### src/sv/text_hex_line_framer_defines.svh
// Assertion macros for the text/hex line framer.
`ifndef TEXT_HEX_LINE_FRAMER_DEFINES_SVH
`define TEXT_HEX_LINE_FRAMER_DEFINES_SVH

// Checked at every rising clock edge, reset included.
`define THLF_ASSERT(lbl, prop, msg) \
    lbl: assert property (@(posedge i_clk) prop) else $error(msg);

// Checked outside reset only.
`define THLF_ASSERT_RST(lbl, prop, msg) \
    lbl: assert property (@(posedge i_clk) disable iff (!i_rst_n) prop) else $error(msg);

`endif

### src/sv/thlf_pkg.sv
// Shared constants, types and helpers of the text/hex line framer.
package thlf_pkg;

    localparam int TEXT_LINE_MAX = 77;
    localparam int HEX_LINE_MAX  = 32;
    localparam int OUT_CAP       = 256;

    localparam logic [6:0] MTR_RESET = 7'd20;

    localparam logic [7:0] CH_NL     = 8'h0a;
    localparam logic [7:0] CH_TAB    = 8'h09;
    localparam logic [7:0] CH_SP     = 8'h20;
    localparam logic [7:0] CH_DOLLAR = 8'h24;
    localparam logic [7:0] CH_COLON  = 8'h3a;
    localparam logic [7:0] CH_GT     = 8'h3e;

    typedef enum logic [2:0] {
        E_DOLLAR = 3'd0,
        E_COLON  = 3'd1,
        E_GT     = 3'd2,
        E_NL     = 3'd3,
        E_HHI    = 3'd4,
        E_HLO    = 3'd5,
        E_TXT    = 3'd6
    } t_esel;

    typedef enum logic [1:0] {
        P_TXT  = 2'd0,
        P_NL   = 2'd1,
        P_BYTE = 2'd2
    } t_psrc;

    typedef struct packed {
        logic  accept;
        logic  tc_inc_wr;
        logic  tc_clr;
        logic  keep_load;
        logic  keep_dec;
        logic  it_clr;
        logic  it_load_keep;
        logic  it_inc;
        logic  ih_clr;
        logic  ih_inc;
        logic  trd_keep;
        logic  trd_it;
        logic  hrd;
        logic  hpush;
        t_psrc psrc;
        logic  hc_clr;
        logic  emit;
        t_esel esel;
        logic  fin;
    } t_cmd;

    typedef struct packed {
        logic func;
        logic is_nl;
        logic is_print;
        logic hc_zero;
        logic hc_full;
        logic tc_zero;
        logic tc_full;
        logic tc_ge_run;
        logic keep_zero;
        logic keep_eq_tc;
        logic it_lt_keep;
        logic it_lt_tc;
        logic ih_lt_hc;
        logic tblank;
        logic emit_ok;
        logic fin_ok;
    } t_stat;

    function automatic logic [7:0] hex_char(input logic [3:0] nib);
        hex_char = (nib < 4'd10) ? (8'h30 + {4'd0, nib}) : (8'h57 + {4'd0, nib});
    endfunction

endpackage

### src/sv/thlf_dp.sv
// Datapath: line stores, counters, character packer and output register.
`include "text_hex_line_framer_defines.svh"

module thlf_dp #(
    parameter int TMAX = thlf_pkg::TEXT_LINE_MAX,
    parameter int HMAX = thlf_pkg::HEX_LINE_MAX
) (
    input  logic                i_clk,
    input  logic                i_rst_n,
    input  thlf_pkg::t_cmd      i_cmd,
    output thlf_pkg::t_stat     o_st,
    input  logic                i_func,
    input  logic [7:0]          i_data_byte,
    input  logic                i_cfg_valid,
    input  logic [6:0]          i_cfg_data,
    input  logic                i_stall,
    output logic                o_valid,
    output logic [7:0][7:0]     o_chars,
    output logic [3:0]          o_char_count,
    output logic                o_last
);
    localparam int TW  = $clog2(TMAX + 1);
    localparam int TAW = $clog2(TMAX);
    localparam int HW  = $clog2(HMAX + 1);
    localparam int HAW = (HMAX > 1) ? $clog2(HMAX) : 1;
    localparam int OW  = $clog2(thlf_pkg::OUT_CAP) + 1;

    logic            r_func;
    logic [7:0]      r_byte;
    logic [6:0]      r_mtr;
    logic [TW-1:0]   r_tc, r_keep, r_it;
    logic [HW-1:0]   r_hc, r_ih;
    logic [7:0]      r_tmem [TMAX];
    logic [7:0]      r_hmem [HMAX];
    logic [7:0]      r_trd, r_hrd;
    logic [7:0][7:0] r_pk;
    logic [3:0]      r_pkc;
    logic [OW-1:0]   r_olen;
    logic            r_ovld;
    logic [7:0][7:0] r_oc;
    logic [3:0]      r_ocnt;
    logic            r_olast;

    logic [TAW-1:0]  taddr;
    logic [7:0]      pval, echar;
    logic            drop, move;

    assign taddr = i_cmd.trd_keep ? TAW'(r_keep - TW'(1)) : TAW'(r_it);
    assign drop  = r_olen[OW-1];
    assign move  = (i_cmd.emit && !drop && r_pkc == 4'd8) || (i_cmd.fin && r_pkc != 4'd0);

    always_comb begin
        case (i_cmd.psrc)
            thlf_pkg::P_TXT:  pval = r_trd;
            thlf_pkg::P_NL:   pval = thlf_pkg::CH_NL;
            thlf_pkg::P_BYTE: pval = r_byte;
            default:          pval = r_byte;
        endcase
        case (i_cmd.esel)
            thlf_pkg::E_DOLLAR: echar = thlf_pkg::CH_DOLLAR;
            thlf_pkg::E_COLON:  echar = thlf_pkg::CH_COLON;
            thlf_pkg::E_GT:     echar = thlf_pkg::CH_GT;
            thlf_pkg::E_NL:     echar = thlf_pkg::CH_NL;
            thlf_pkg::E_HHI:    echar = thlf_pkg::hex_char(r_hrd[7:4]);
            thlf_pkg::E_HLO:    echar = thlf_pkg::hex_char(r_hrd[3:0]);
            thlf_pkg::E_TXT:    echar = r_trd;
            default:            echar = thlf_pkg::CH_NL;
        endcase
    end

    always_comb begin
        o_st.func       = r_func;
        o_st.is_nl      = (r_byte == thlf_pkg::CH_NL);
        o_st.is_print   = (r_byte inside {[8'h20:8'h7e]}) || (r_byte == thlf_pkg::CH_TAB);
        o_st.hc_zero    = (r_hc == '0);
        o_st.hc_full    = (r_hc >= HW'(HMAX));
        o_st.tc_zero    = (r_tc == '0);
        o_st.tc_full    = (r_tc >= TW'(TMAX));
        o_st.tc_ge_run  = (7'(r_tc) >= r_mtr);
        o_st.keep_zero  = (r_keep == '0);
        o_st.keep_eq_tc = (r_keep == r_tc);
        o_st.it_lt_keep = (r_it < r_keep);
        o_st.it_lt_tc   = (r_it < r_tc);
        o_st.ih_lt_hc   = (r_ih < r_hc);
        o_st.tblank     = (r_trd == thlf_pkg::CH_SP) || (r_trd == thlf_pkg::CH_TAB);
        o_st.emit_ok    = (r_pkc != 4'd8) || !r_ovld || drop;
        o_st.fin_ok     = (r_pkc == 4'd0) || !r_ovld;
    end

    always_ff @(posedge i_clk) begin
        if (i_cmd.accept) begin
            r_func <= i_func;
            r_byte <= i_data_byte;
        end
        if (i_cmd.tc_inc_wr) r_tmem[TAW'(r_tc)] <= r_byte;
        if (i_cmd.trd_keep || i_cmd.trd_it) r_trd <= r_tmem[taddr];
        if (i_cmd.hpush) r_hmem[HAW'(r_hc)] <= pval;
        if (i_cmd.hrd) r_hrd <= r_hmem[HAW'(r_ih)];
        if (i_cmd.emit && !drop) begin
            // first character of a chunk clears the unused tail
            if (r_pkc == 4'd8 || r_pkc == 4'd0) begin
                r_pk <= {56'd0, echar};
            end else begin
                r_pk[r_pkc[2:0]] <= echar;
            end
        end
        if (move) begin
            r_oc    <= r_pk;
            r_ocnt  <= r_pkc;
            r_olast <= i_cmd.fin;
        end
        if (i_cmd.keep_load) r_keep <= r_tc;
        else if (i_cmd.keep_dec) r_keep <= r_keep - TW'(1);
    end

    always_ff @(posedge i_clk) begin
        if (!i_rst_n) begin
            r_mtr  <= thlf_pkg::MTR_RESET;
            r_tc   <= '0;
            r_hc   <= '0;
            r_it   <= '0;
            r_ih   <= '0;
            r_pkc  <= '0;
            r_olen <= '0;
            r_ovld <= 1'b0;
        end else begin
            if (i_cfg_valid) r_mtr <= i_cfg_data;
            if (i_cmd.tc_clr) r_tc <= '0;
            else if (i_cmd.tc_inc_wr) r_tc <= r_tc + TW'(1);
            if (i_cmd.hc_clr) r_hc <= '0;
            else if (i_cmd.hpush) r_hc <= r_hc + HW'(1);
            if (i_cmd.it_clr) r_it <= '0;
            else if (i_cmd.it_load_keep) r_it <= r_keep;
            else if (i_cmd.it_inc) r_it <= r_it + TW'(1);
            if (i_cmd.ih_clr) r_ih <= '0;
            else if (i_cmd.ih_inc) r_ih <= r_ih + HW'(1);
            if (i_cmd.fin) begin
                r_pkc  <= '0;
                r_olen <= '0;
            end else if (i_cmd.emit && !drop) begin
                r_olen <= r_olen + OW'(1);
                r_pkc  <= (r_pkc == 4'd8) ? 4'd1 : r_pkc + 4'd1;
            end
            if (move) r_ovld <= 1'b1;
            else if (r_ovld && !i_stall) r_ovld <= 1'b0;
        end
    end

    assign o_valid      = r_ovld;
    assign o_chars      = r_oc;
    assign o_char_count = r_ocnt;
    assign o_last       = r_olast;

    `THLF_ASSERT_RST(a_pk_bound, r_pkc <= 4'd8, "packer count above eight")
    `THLF_ASSERT_RST(a_out_cnt, r_ovld |-> (r_ocnt != 4'd0), "empty item offered")
    `THLF_ASSERT_RST(a_hc_bound, r_hc <= HW'(HMAX), "hex count above line limit")
    `THLF_ASSERT_RST(a_no_lost, (r_ovld && i_stall && !move) |=> $stable(r_oc), "stalled item changed")

endmodule

### src/sv/thlf_ctrl.sv
// Controller: sequences buffering, line closing and hex pushes.
module thlf_ctrl (
    input  logic            i_clk,
    input  logic            i_rst_n,
    input  logic            i_valid,
    output logic            o_stall,
    input  thlf_pkg::t_stat i_st,
    output thlf_pkg::t_cmd  o_cmd
);
    typedef enum logic [28:0] {
        S_IDLE = 29'h0000_0001,
        S_DEC  = 29'h0000_0002,
        S_F2   = 29'h0000_0004,
        S_P1   = 29'h0000_0008,
        S_P2   = 29'h0000_0010,
        S_P3   = 29'h0000_0020,
        S_N1   = 29'h0000_0040,
        S_N2   = 29'h0000_0080,
        S_N3   = 29'h0000_0100,
        S_N4   = 29'h0000_0200,
        S_N5   = 29'h0000_0400,
        S_PSH  = 29'h0000_0800,
        S_FIN  = 29'h0000_1000,
        S_H0   = 29'h0000_2000,
        S_H1   = 29'h0000_4000,
        S_H2   = 29'h0000_8000,
        S_H3   = 29'h0001_0000,
        S_H4   = 29'h0002_0000,
        S_T0   = 29'h0004_0000,
        S_T1   = 29'h0008_0000,
        S_T2   = 29'h0010_0000,
        S_T3   = 29'h0020_0000,
        S_T4   = 29'h0040_0000,
        S_T5   = 29'h0080_0000,
        S_T6   = 29'h0100_0000,
        S_T7   = 29'h0200_0000,
        S_T8   = 29'h0400_0000,
        S_T9   = 29'h0800_0000,
        S_T10  = 29'h1000_0000
    } t_state;

    t_state          r_state, n_state;
    t_state          r_hret, n_hret, r_tret, n_tret, r_pret, n_pret;
    logic            r_nl, n_nl;
    thlf_pkg::t_psrc r_psrc, n_psrc;

    always_comb begin
        n_state = r_state;
        n_hret  = r_hret;
        n_tret  = r_tret;
        n_pret  = r_pret;
        n_nl    = r_nl;
        n_psrc  = r_psrc;
        o_cmd   = '0;
        o_cmd.psrc = r_psrc;
        o_cmd.esel = thlf_pkg::E_NL;
        case (r_state)
            S_IDLE: begin
                if (i_valid) begin
                    o_cmd.accept = 1'b1;
                    n_state = S_DEC;
                end
            end
            S_DEC: begin
                if (i_st.func) begin
                    if (!i_st.hc_zero) begin
                        n_hret = S_F2; n_state = S_H0;
                    end else n_state = S_F2;
                end else if (i_st.is_nl && i_st.hc_zero) begin
                    n_nl = 1'b1; n_tret = S_FIN; n_state = S_T0;
                end else if (i_st.is_print) n_state = S_P1;
                else n_state = S_N1;
            end
            S_F2: begin
                if (!i_st.tc_zero) begin
                    n_nl = 1'b0; n_tret = S_FIN; n_state = S_T0;
                end else n_state = S_FIN;
            end
            S_P1: begin
                o_cmd.tc_inc_wr = !i_st.tc_full;
                n_state = S_P2;
            end
            S_P2: begin
                if (!i_st.hc_zero && i_st.tc_ge_run) begin
                    n_hret = S_P3; n_state = S_H0;
                end else n_state = S_P3;
            end
            S_P3: begin
                if (i_st.tc_full) begin
                    n_nl = 1'b0; n_tret = S_FIN; n_state = S_T0;
                end else n_state = S_FIN;
            end
            S_N1: begin
                if (!i_st.tc_zero && i_st.hc_zero) begin
                    n_nl = 1'b0; n_tret = S_N2; n_state = S_T0;
                end else n_state = S_N2;
            end
            S_N2: begin
                o_cmd.it_clr = 1'b1;
                n_state = S_N3;
            end
            S_N3: begin
                if (i_st.it_lt_tc) begin
                    o_cmd.trd_it = 1'b1; n_state = S_N4;
                end else n_state = S_N5;
            end
            S_N4: begin
                o_cmd.it_inc = 1'b1;
                n_psrc = thlf_pkg::P_TXT; n_pret = S_N3; n_state = S_PSH;
            end
            S_N5: begin
                o_cmd.tc_clr = 1'b1;
                n_psrc = thlf_pkg::P_BYTE; n_pret = S_FIN; n_state = S_PSH;
            end
            S_PSH: begin
                if (i_st.hc_full) begin
                    n_hret = S_PSH; n_state = S_H0;
                end else begin
                    o_cmd.hpush = 1'b1; n_state = r_pret;
                end
            end
            S_FIN: begin
                if (i_st.fin_ok) begin
                    o_cmd.fin = 1'b1; n_state = S_IDLE;
                end
            end
            S_H0: begin
                if (i_st.emit_ok) begin
                    o_cmd.emit = 1'b1; o_cmd.esel = thlf_pkg::E_DOLLAR;
                    o_cmd.ih_clr = 1'b1; n_state = S_H1;
                end
            end
            S_H1: begin
                if (i_st.ih_lt_hc) begin
                    o_cmd.hrd = 1'b1; n_state = S_H2;
                end else n_state = S_H4;
            end
            S_H2: begin
                if (i_st.emit_ok) begin
                    o_cmd.emit = 1'b1; o_cmd.esel = thlf_pkg::E_HHI; n_state = S_H3;
                end
            end
            S_H3: begin
                if (i_st.emit_ok) begin
                    o_cmd.emit = 1'b1; o_cmd.esel = thlf_pkg::E_HLO;
                    o_cmd.ih_inc = 1'b1; n_state = S_H1;
                end
            end
            S_H4: begin
                if (i_st.emit_ok) begin
                    o_cmd.emit = 1'b1; o_cmd.esel = thlf_pkg::E_NL;
                    o_cmd.hc_clr = 1'b1; n_state = r_hret;
                end
            end
            S_T0: begin
                o_cmd.keep_load = 1'b1; n_state = S_T1;
            end
            S_T1: begin
                if (!i_st.keep_zero) begin
                    o_cmd.trd_keep = 1'b1; n_state = S_T2;
                end else n_state = S_T3;
            end
            S_T2: begin
                if (i_st.tblank) begin
                    o_cmd.keep_dec = 1'b1; n_state = S_T1;
                end else n_state = S_T3;
            end
            S_T3: begin
                if (i_st.emit_ok) begin
                    o_cmd.emit = 1'b1;
                    o_cmd.esel = (i_st.keep_eq_tc && r_nl) ? thlf_pkg::E_COLON
                                                           : thlf_pkg::E_GT;
                    o_cmd.it_clr = 1'b1; n_state = S_T4;
                end
            end
            S_T4: begin
                if (i_st.it_lt_keep) begin
                    o_cmd.trd_it = 1'b1; n_state = S_T5;
                end else n_state = S_T6;
            end
            S_T5: begin
                if (i_st.emit_ok) begin
                    o_cmd.emit = 1'b1; o_cmd.esel = thlf_pkg::E_TXT;
                    o_cmd.it_inc = 1'b1; n_state = S_T4;
                end
            end
            S_T6: begin
                if (i_st.emit_ok) begin
                    o_cmd.emit = 1'b1; o_cmd.esel = thlf_pkg::E_NL;
                    if (i_st.keep_eq_tc) begin
                        o_cmd.tc_clr = 1'b1; n_state = r_tret;
                    end else begin
                        o_cmd.it_load_keep = 1'b1; n_state = S_T7;
                    end
                end
            end
            S_T7: begin
                if (i_st.it_lt_tc) begin
                    o_cmd.trd_it = 1'b1; n_state = S_T8;
                end else n_state = S_T9;
            end
            S_T8: begin
                o_cmd.it_inc = 1'b1;
                n_psrc = thlf_pkg::P_TXT; n_pret = S_T7; n_state = S_PSH;
            end
            S_T9: begin
                o_cmd.tc_clr = 1'b1;
                if (r_nl) begin
                    n_psrc = thlf_pkg::P_NL; n_pret = S_T10; n_state = S_PSH;
                end else n_state = S_T10;
            end
            S_T10: begin
                n_hret = r_tret; n_state = S_H0;
            end
            default: n_state = S_IDLE;
        endcase
    end

    always_ff @(posedge i_clk) begin
        if (!i_rst_n) begin
            r_state <= S_IDLE;
            r_hret  <= S_IDLE;
            r_tret  <= S_IDLE;
            r_pret  <= S_IDLE;
            r_nl    <= 1'b0;
            r_psrc  <= thlf_pkg::P_BYTE;
        end else begin
            r_state <= n_state;
            r_hret  <= n_hret;
            r_tret  <= n_tret;
            r_pret  <= n_pret;
            r_nl    <= n_nl;
            r_psrc  <= n_psrc;
        end
    end

    assign o_stall = (r_state != S_IDLE);

endmodule

### src/sv/text_hex_line_framer.sv
// Top level of the text/hex line framer: controller plus datapath.
//
//  channel | direction | handshake             | payload
//  input   | in        | i_valid / o_stall     | i_func, i_data_byte
//  output  | out       | o_valid / i_stall     | o_char0..7, o_char_count, o_last
//  config  | in        | i_cfg_valid / ready   | i_cfg_data (min_text_run)
//
// An item that only buffers runs from accept through S_DEC, then S_P1 to S_P3
// (printable byte) or S_N1 to S_N5 and S_PSH (other byte), then S_FIN.
// A closed line is emitted character by character after its trailing-blank
// scan; each character passes through the shared 8-character packer.
// Output stalls hold the packer once a full item waits; the sequencer then waits.
// Synchronous active-low reset clears counts but not r_keep or the stores.
module text_hex_line_framer #(
    parameter int TEXT_LINE_MAX = thlf_pkg::TEXT_LINE_MAX,
    parameter int HEX_LINE_MAX  = thlf_pkg::HEX_LINE_MAX
) (
    input  logic       i_clk,
    input  logic       i_rst_n,
    input  logic       i_valid,
    output logic       o_stall,
    input  logic       i_func,
    input  logic [7:0] i_data_byte,
    output logic       o_valid,
    input  logic       i_stall,
    output logic [7:0] o_char0,
    output logic [7:0] o_char1,
    output logic [7:0] o_char2,
    output logic [7:0] o_char3,
    output logic [7:0] o_char4,
    output logic [7:0] o_char5,
    output logic [7:0] o_char6,
    output logic [7:0] o_char7,
    output logic [3:0] o_char_count,
    output logic       o_last,
    input  logic       i_cfg_valid,
    output logic       o_cfg_ready,
    input  logic [6:0] i_cfg_data
);
    thlf_pkg::t_cmd  cmd;
    thlf_pkg::t_stat st;
    logic [7:0][7:0] chars;

    thlf_ctrl u_ctrl (
        .i_clk   (i_clk),
        .i_rst_n (i_rst_n),
        .i_valid (i_valid),
        .o_stall (o_stall),
        .i_st    (st),
        .o_cmd   (cmd)
    );

    thlf_dp #(
        .TMAX (TEXT_LINE_MAX),
        .HMAX (HEX_LINE_MAX)
    ) u_dp (
        .i_clk        (i_clk),
        .i_rst_n      (i_rst_n),
        .i_cmd        (cmd),
        .o_st         (st),
        .i_func       (i_func),
        .i_data_byte  (i_data_byte),
        .i_cfg_valid  (i_cfg_valid),
        .i_cfg_data   (i_cfg_data),
        .i_stall      (i_stall),
        .o_valid      (o_valid),
        .o_chars      (chars),
        .o_char_count (o_char_count),
        .o_last       (o_last)
    );

    assign o_cfg_ready = 1'b1;
    assign o_char0 = chars[0];
    assign o_char1 = chars[1];
    assign o_char2 = chars[2];
    assign o_char3 = chars[3];
    assign o_char4 = chars[4];
    assign o_char5 = chars[5];
    assign o_char6 = chars[6];
    assign o_char7 = chars[7];

endmodule
### config.mk
export PLATFORM = sky130hd
export DESIGN_NAME = text_hex_line_framer
export DESIGN_NICKNAME = d
export VERILOG_FILES = /design/src/sv/thlf_pkg.sv /design/src/sv/thlf_dp.sv /design/src/sv/thlf_ctrl.sv /design/src/sv/text_hex_line_framer.sv
export VERILOG_INCLUDE_DIRS = /design/src /design/src/sv
export SDC_FILE = /design/constraint.sdc
export NUM_CORES = 2
export LEC_CHECK = 0
export BUFFER_PORTS_ARGS = -buffer_cell sky130_fd_sc_hd__buf_4
export CORE_UTILIZATION = 46
export CTS_CLUSTER_DIAMETER = 50
export DETAILED_ROUTE_END_ITERATION = 12
export GPL_TIMING_DRIVEN = 0
export PLACE_DENSITY = 0.66
export REMOVE_ABC_BUFFERS = 1
export SLEW_MARGIN = 15
export SYNTH_ARGS = -nofsm -noshare
export SYNTH_HDL_FRONTEND = slang
export SYNTH_SLANG_ARGS = --single-unit
### constraint.sdc
create_clock -name i_clk -period 11.5 [get_ports i_clk]
set_input_delay 2.3 -clock i_clk [delete_from_list [all_inputs] [get_ports i_clk]]
set_output_delay 2.3 -clock i_clk [all_outputs]
set_load 0.03 [all_outputs]
# Word-level counts from Yosys, hierarchy flattened
# Memories as Yosys holds them, arrays and structs flattened. A register that Yosys moved wholly into a read port is not among the register bits.
# Cells that the tools add are included.
[op_classes] bitwise=1 multipliers=0 eq_ne=60 order_cmp=12 n_addsub=11 div_mod_pow=0 reduce_logical=54 mux=104 shifts=0
[ops] op="$pmux W29 S25" n=1
[ops] op="$mux W29" n=22
[ops] op="$pmux W29 S4" n=3
[ops] op="$bwmux W64" n=1
[ops] op="$mux W19" n=3
[ops] op="$pmux W8 S6" n=1
[ops] op="$mux W22" n=2
[ops] op="$mux W7" n=6
[ops] op="$mux W1" n=36
[ops] op="$mux W8" n=4
[ops] op="$eq A29 B1 Y1 const B" n=1
[ops] op="$eq A29 B10 Y1 const B" n=1
[ops] op="$eq A29 B11 Y1 const B" n=1
[ops] op="$eq A29 B12 Y1 const B" n=1
[ops] op="$eq A29 B13 Y1 const B" n=1
[ops] op="$eq A29 B14 Y1 const B" n=1
[ops] op="$eq A29 B15 Y1 const B" n=1
[ops] op="$eq A29 B16 Y1 const B" n=1
[ops] op="$eq A29 B17 Y1 const B" n=1
[ops] op="$eq A29 B18 Y1 const B" n=1
[ops] op="$eq A29 B19 Y1 const B" n=1
[ops] op="$eq A29 B2 Y1 const B" n=1
[ops] op="$eq A29 B20 Y1 const B" n=1
[ops] op="$eq A29 B21 Y1 const B" n=1
[ops] op="76 further kinds" n=149
[word_totals] wordCells=279 romBits=0 out_inout_bits=72 n_memories=2 reg_bits=315 input_bits=21 mem_bits_rw=872 latch_bits=0
[mem_list] name="u_dp.r_tmem" depth=77 width=8 read_ports=1 rd_clocked_by_memory_dff=1 wr=1 line_no="thlf_dp.sv:33" rtl="logic [7:0] r_tmem [TMAX];"
[mem_list] name="u_dp.r_hmem" depth=32 width=8 read_ports=1 rd_clocked_by_memory_dff=1 wr=1 line_no="thlf_dp.sv:34" rtl="logic [7:0] r_hmem [HMAX];"

# Depth between registers and ports, before layout
[logic_depth] depth_word=9 depth_mapped=15 mapped_depth_nobuf=11

# By module
# Synthesis repeated with hierarchy kept, for this count alone.
[hier_totals] hier_cells=3525 hier_area_um2=47962.2
[modules_own_cells] module="thlf_dp" area_per_inst_um2=45185.8 seq_area_each_um2=32080.8 cells_each=3175 instances=1
[modules_own_cells] module="thlf_ctrl" area_per_inst_um2=2765.2 seq_area_each_um2=920.9 cells_each=348 instances=1
[modules_own_cells] module="text_hex_line_framer" area_per_inst_um2=11.3 seq_area_each_um2=0.0 cells_each=2 instances=1

# Least setup slack after synthesis
# Ideal clock, no wire load.
[synth_timing] path_type="flip-flop to flip-flop" start="register u_ctrl.r_state[20]" end="register u_dp.r_ocnt[0], in the netlist u_dp.o_char_count[0], enable pin" path_stages_with_launch=10 arrival_time_ns=6.159 setup_ns=0.498 n_path_buf=1 required_time_ns=11.002 synth_period_minus_slack_ns=6.657 path_slack_ns=4.843 path_cell_list="dfxtp_1 -> buf_2 -> nor4_4 -> nand4_4 -> nor4_1 -> nor4_2 -> or3_1 -> clkinv_1 -> a21oi_1 -> nor2_1"
[synth_between] elab_chain_len=5 elab_cells_between_ends=14 classes_between="eq/ne: 8; mux: 2; reduce/logical: 4"
[synth_rtl] item="start, declared" line_no="thlf_ctrl.sv:42" rtl="t_state r_state, n_state;"
[synth_rtl] item="start signal, assigned" line_no="thlf_ctrl.sv:228" rtl="r_state <= n_state;"
[synth_rtl] item="$eq A29 B25 Y1, or another cell as far along" line_no="thlf_ctrl.sv:57" rtl="case (r_state)"
[synth_rtl] item="$pmux W4 S7" line_no="thlf_ctrl.sv:57"
[synth_rtl] item="$logic_and A1 B1 Y1 (2 in a row)" line_no="thlf_dp.sv:50" rtl="assign move = (i_cmd.emit && !drop && r_pkc == 4'd8) || (i_cmd.fin && r_pkc != 4'd0);"
[synth_rtl] item="$logic_or A1 B1 Y1 *" line_no="thlf_dp.sv:50"
[synth_rtl] item="via u_dp.move" line_no="thlf_dp.sv:46" rtl="logic drop, move;"
[synth_rtl] item="end signal, assigned" line_no="thlf_dp.sv:109" rtl="r_ocnt <= r_pkc;"
[synth_rtl] item="end, declared" line_no="thlf_dp.sv:41" rtl="logic [3:0] r_ocnt;"
# The timed path passes the listed nets; every way through them passes the cells marked *.
# A chain may end at the register's enable or synchronous reset.

# Worst setup path after layout
[layout_timing] start="register u_ctrl.r_state[18]" end="output o_stall"
[layout_between] elab_chain_len=1
[layout_rtl] item="$ne A29 B1 Y1" line_no="thlf_ctrl.sv:237" rtl="assign o_stall = (r_state != S_IDLE);"
[layout_rtl] item="end, declared" line_no="text_hex_line_framer.sv:21" rtl="output logic o_stall,"
# No other way between the ends.

==> flow_summary.toml <==
[clocking]
clock_latency_ns = 0.72
htreeDepth = 3
ctsHoldBuffers = 0
cts_tree = "yes"
cts_sinks = 1130
post-cts-setup-buffer-count = 0
clk_pin_slew_ns = 0.06
cts_buffers = 119
cts_resized = 0
root_buffer = "clkbuf_16"
max-clock-path-buffers = 3

[grt]
grt_use_met1 = 0.327
busiest_layer = "met2"
antenna_found_initial = 2
grt_overflow = 0
grt_use_total = 0.228
grt_pass1_vias = 27800
grt_max_degree = 116
use_met2 = 0.356
use_met3 = 0.0463
grt_first_pass_wirelength_mm = 177

[sta]
rsz0062_at_grt = "no"
finalSetupTns_ns = 0
slew_viol_final = 0
hold_viol = 0
fmax_mhz = 168
min_period_over_period = 0.517
maxSlewHeadroom = 0.204
period_needed_ns = 5.95
setup_viol = 0
clock_skew_ns = 0.0373
worst_pin_slew_ns = 1.19

[worst_setup_path]
worstReg2RegStart = "u_ctrl.r_state[24]"
r2r_cells = 12
cp-end-kind = "output port"
critPathLaunchType = "flop"
r2r_slack_ns = 5.83
cp.arrival_ns = 3.65
critical_path_peak_fanout = 5
critical_path.endpoint = "o_stall"
critical_path_class = "flop to output port"
cp.required_ns = 9.20
crit_path_start = "u_ctrl.r_state[18]"
reg2reg_to = "u_dp.r_trd[4]"

[floorplanning]
dieWidth_um = 321
die_h_um = 321
io_pins = 93
start_util = 0.466
rows = 116
fp.coreArea_um2 = 101000
die_area_um2 = 103000

[place]
placed_area_um2 = 49900
dp_hpwl_mm = 77.0
gp_congestion = 0.929
port_buffers = 91

[synth]
syn_avg_cell_area_um2 = 14.3
ys_warn_count = 0
async_reset_ff_frac = 0
synth-edff-count = 1037
yosys_most_used_dff = "edfxtp_1"
ys_seq_area_frac = 0.704
synth_area_um2 = 46900
ys_ff_latch = 1130
postSynthCellCount = 3285
synth_cell_types = 88

[drt]
viasPerCell = 5.95
drtIter0Drc = 3019
totalWireLength_mm = 119
drcViolationCount = 0
drtAntennaViolNets = 0
post_drt_wl_per_cell_um = 24.6
drtPass1Iterations = 7
vias = 28800

[pwr]
powerDensity_nw_per_um2 = 158
power.total_w = 0.00854
p_leak_nw = 18.0
irDropWorstVdd_mv = 0.134

[layout]
final_common_cell = "edfxtp_1"
mostFrequentLayoutCells = "edfxtp_1, nand2_1, nor2_1"
fill_cells = 8009
layout-drive-gt1-share = 0.147
design_area_um2 = 53900
nets = 3440
area_growth_pct = 14.9
antennaDiodeCount = 0

[run_status]
outcome = "finished, final reports clean"

[min_path]
hold_class = "flop to flop"

[flow_run]
cap_violations = 0
-- area by class of cell --
class                           count  area, um^2  share of cell area
Sequential cell                  1130       33000               0.612
Multi-Input combinational cell   1923       13000               0.242
Clock buffer                      130        3020              0.0560
Timing Repair Buffer              161        2030              0.0376
Tap cell                         1357        1700              0.0315
Clock inverter                     96         957              0.0178
Inverter                           44         166             0.00309
-- critical path: stages, from the launching register on --
cell and delay, ns:
dfxtp_1 0.37, nor4_1 0.65, nand4_1 0.30, nor4_1 1.01, inv_1 0.33, buf_4 0.28
-- through the flow --
step | std cells | hold WS (ns) | setup slack (ns) | utilization
5_1_grt | 4841 | 0.429 | 5.47 | 0.536
4_1_cts | 4841 | 0.419 | 5.69 | 0.536
3_5_place_dp | 4615 | 0.405 | 5.93 | 0.496
6_report | 4841 | 0.420 | 5.55 | 0.536
3_3_place_gp | 4545 | 0.402 | -1.81 | 0.482
2_1_floorplan | 3097 | 0.400 | 3.92 | -
-- where the power goes --
| group | switching [W] | internal, W |
|---|---|---|
| registers | 0.0000115 | 0.00450 |
| logic | 0.000125 | 0.0000507 |
| clock network | 0.00163 | 0.00223 |
| total | 0.00176 | 0.00678 |
-- how the worst min path moves through the flow --
stage                 startpoint              end  cells after the start
floorplan           u_dp.r_pk[0]  u_dp.o_chars[0]                      0
global placement    u_dp.r_pk[6]  u_dp.o_chars[6]                      0
detailed placement  u_dp.r_pk[7]  u_dp.o_chars[7]                      0
CTS                 u_dp.r_pk[7]  u_dp.o_chars[7]                      0
global route        u_dp.r_pk[7]  u_dp.o_chars[7]                      0
finish              u_dp.r_pk[7]  u_dp.o_chars[7]                      0
-- kinds of logic after synthesis --
group                    count (synthesis)  synth area share
flip-flops                            1130             0.704
AND/OR/NAND/NOR                       1071             0.109
AO/OA/AOI/OAI                          561            0.0814
buffers and inverters                  232            0.0217
multiplexers                           205            0.0655
XOR/XNOR                                45           0.00840
adder cells (fa/ha/maj)                 40            0.0107
other                                    1         0.0000799
-- routing by layer --
layer | wire, um | up-vias
li1 | - | 12900
met1 | 50900 | 14500
met2 | 55400 | 1197
met3 | 9960 | 198
met4 | 2700 | 0
met5 | 0 | -
-- sequential cells by signal, summed over array words and instances, names as in the netlist, 6 cells and up --
| signal | flops |
|---|---|
| u_dp.r_hc | 6 |
| u_dp.r_it | 7 |
| u_dp.r_olen | 9 |
| u_dp.r_hmem | 256 |
| u_dp.r_tc | 7 |
| u_ctrl.r_hret | 6 |
| u_dp.r_mtr | 7 |
| u_dp.r_byte | 8 |
| u_dp.r_ih | 6 |
| u_dp.r_tmem | 616 |
| u_dp.r_pk | 64 |
| u_ctrl.r_state | 29 |
| u_dp.o_chars | 64 |
| u_dp.r_trd | 8 |
| u_dp.r_keep | 7 |
| u_dp.r_hrd | 8 |
-- cell usage after synthesis (all sizes together) (24+ instances only) --
cell type,instances,share of area
nor4,34,0.0067
nand2,374,0.030
a31oi,35,0.0047
inv,43,0.0034
nand4,42,0.0059
nand3,85,0.0092
mux2i,108,0.023
clkbuf,99,0.0079
nor3,29,0.0034
nor2,295,0.024
o21ai,64,0.0068
xnor2,24,0.0045
mux4,80,0.038
dfxtp,93,0.040
and3,114,0.015
a211oi,139,0.022
buf,89,0.010
ha,40,0.011
a21oi,157,0.017
edfxtp,1037,0.66
Note: power is estimated with default switching activity, not from simulation.
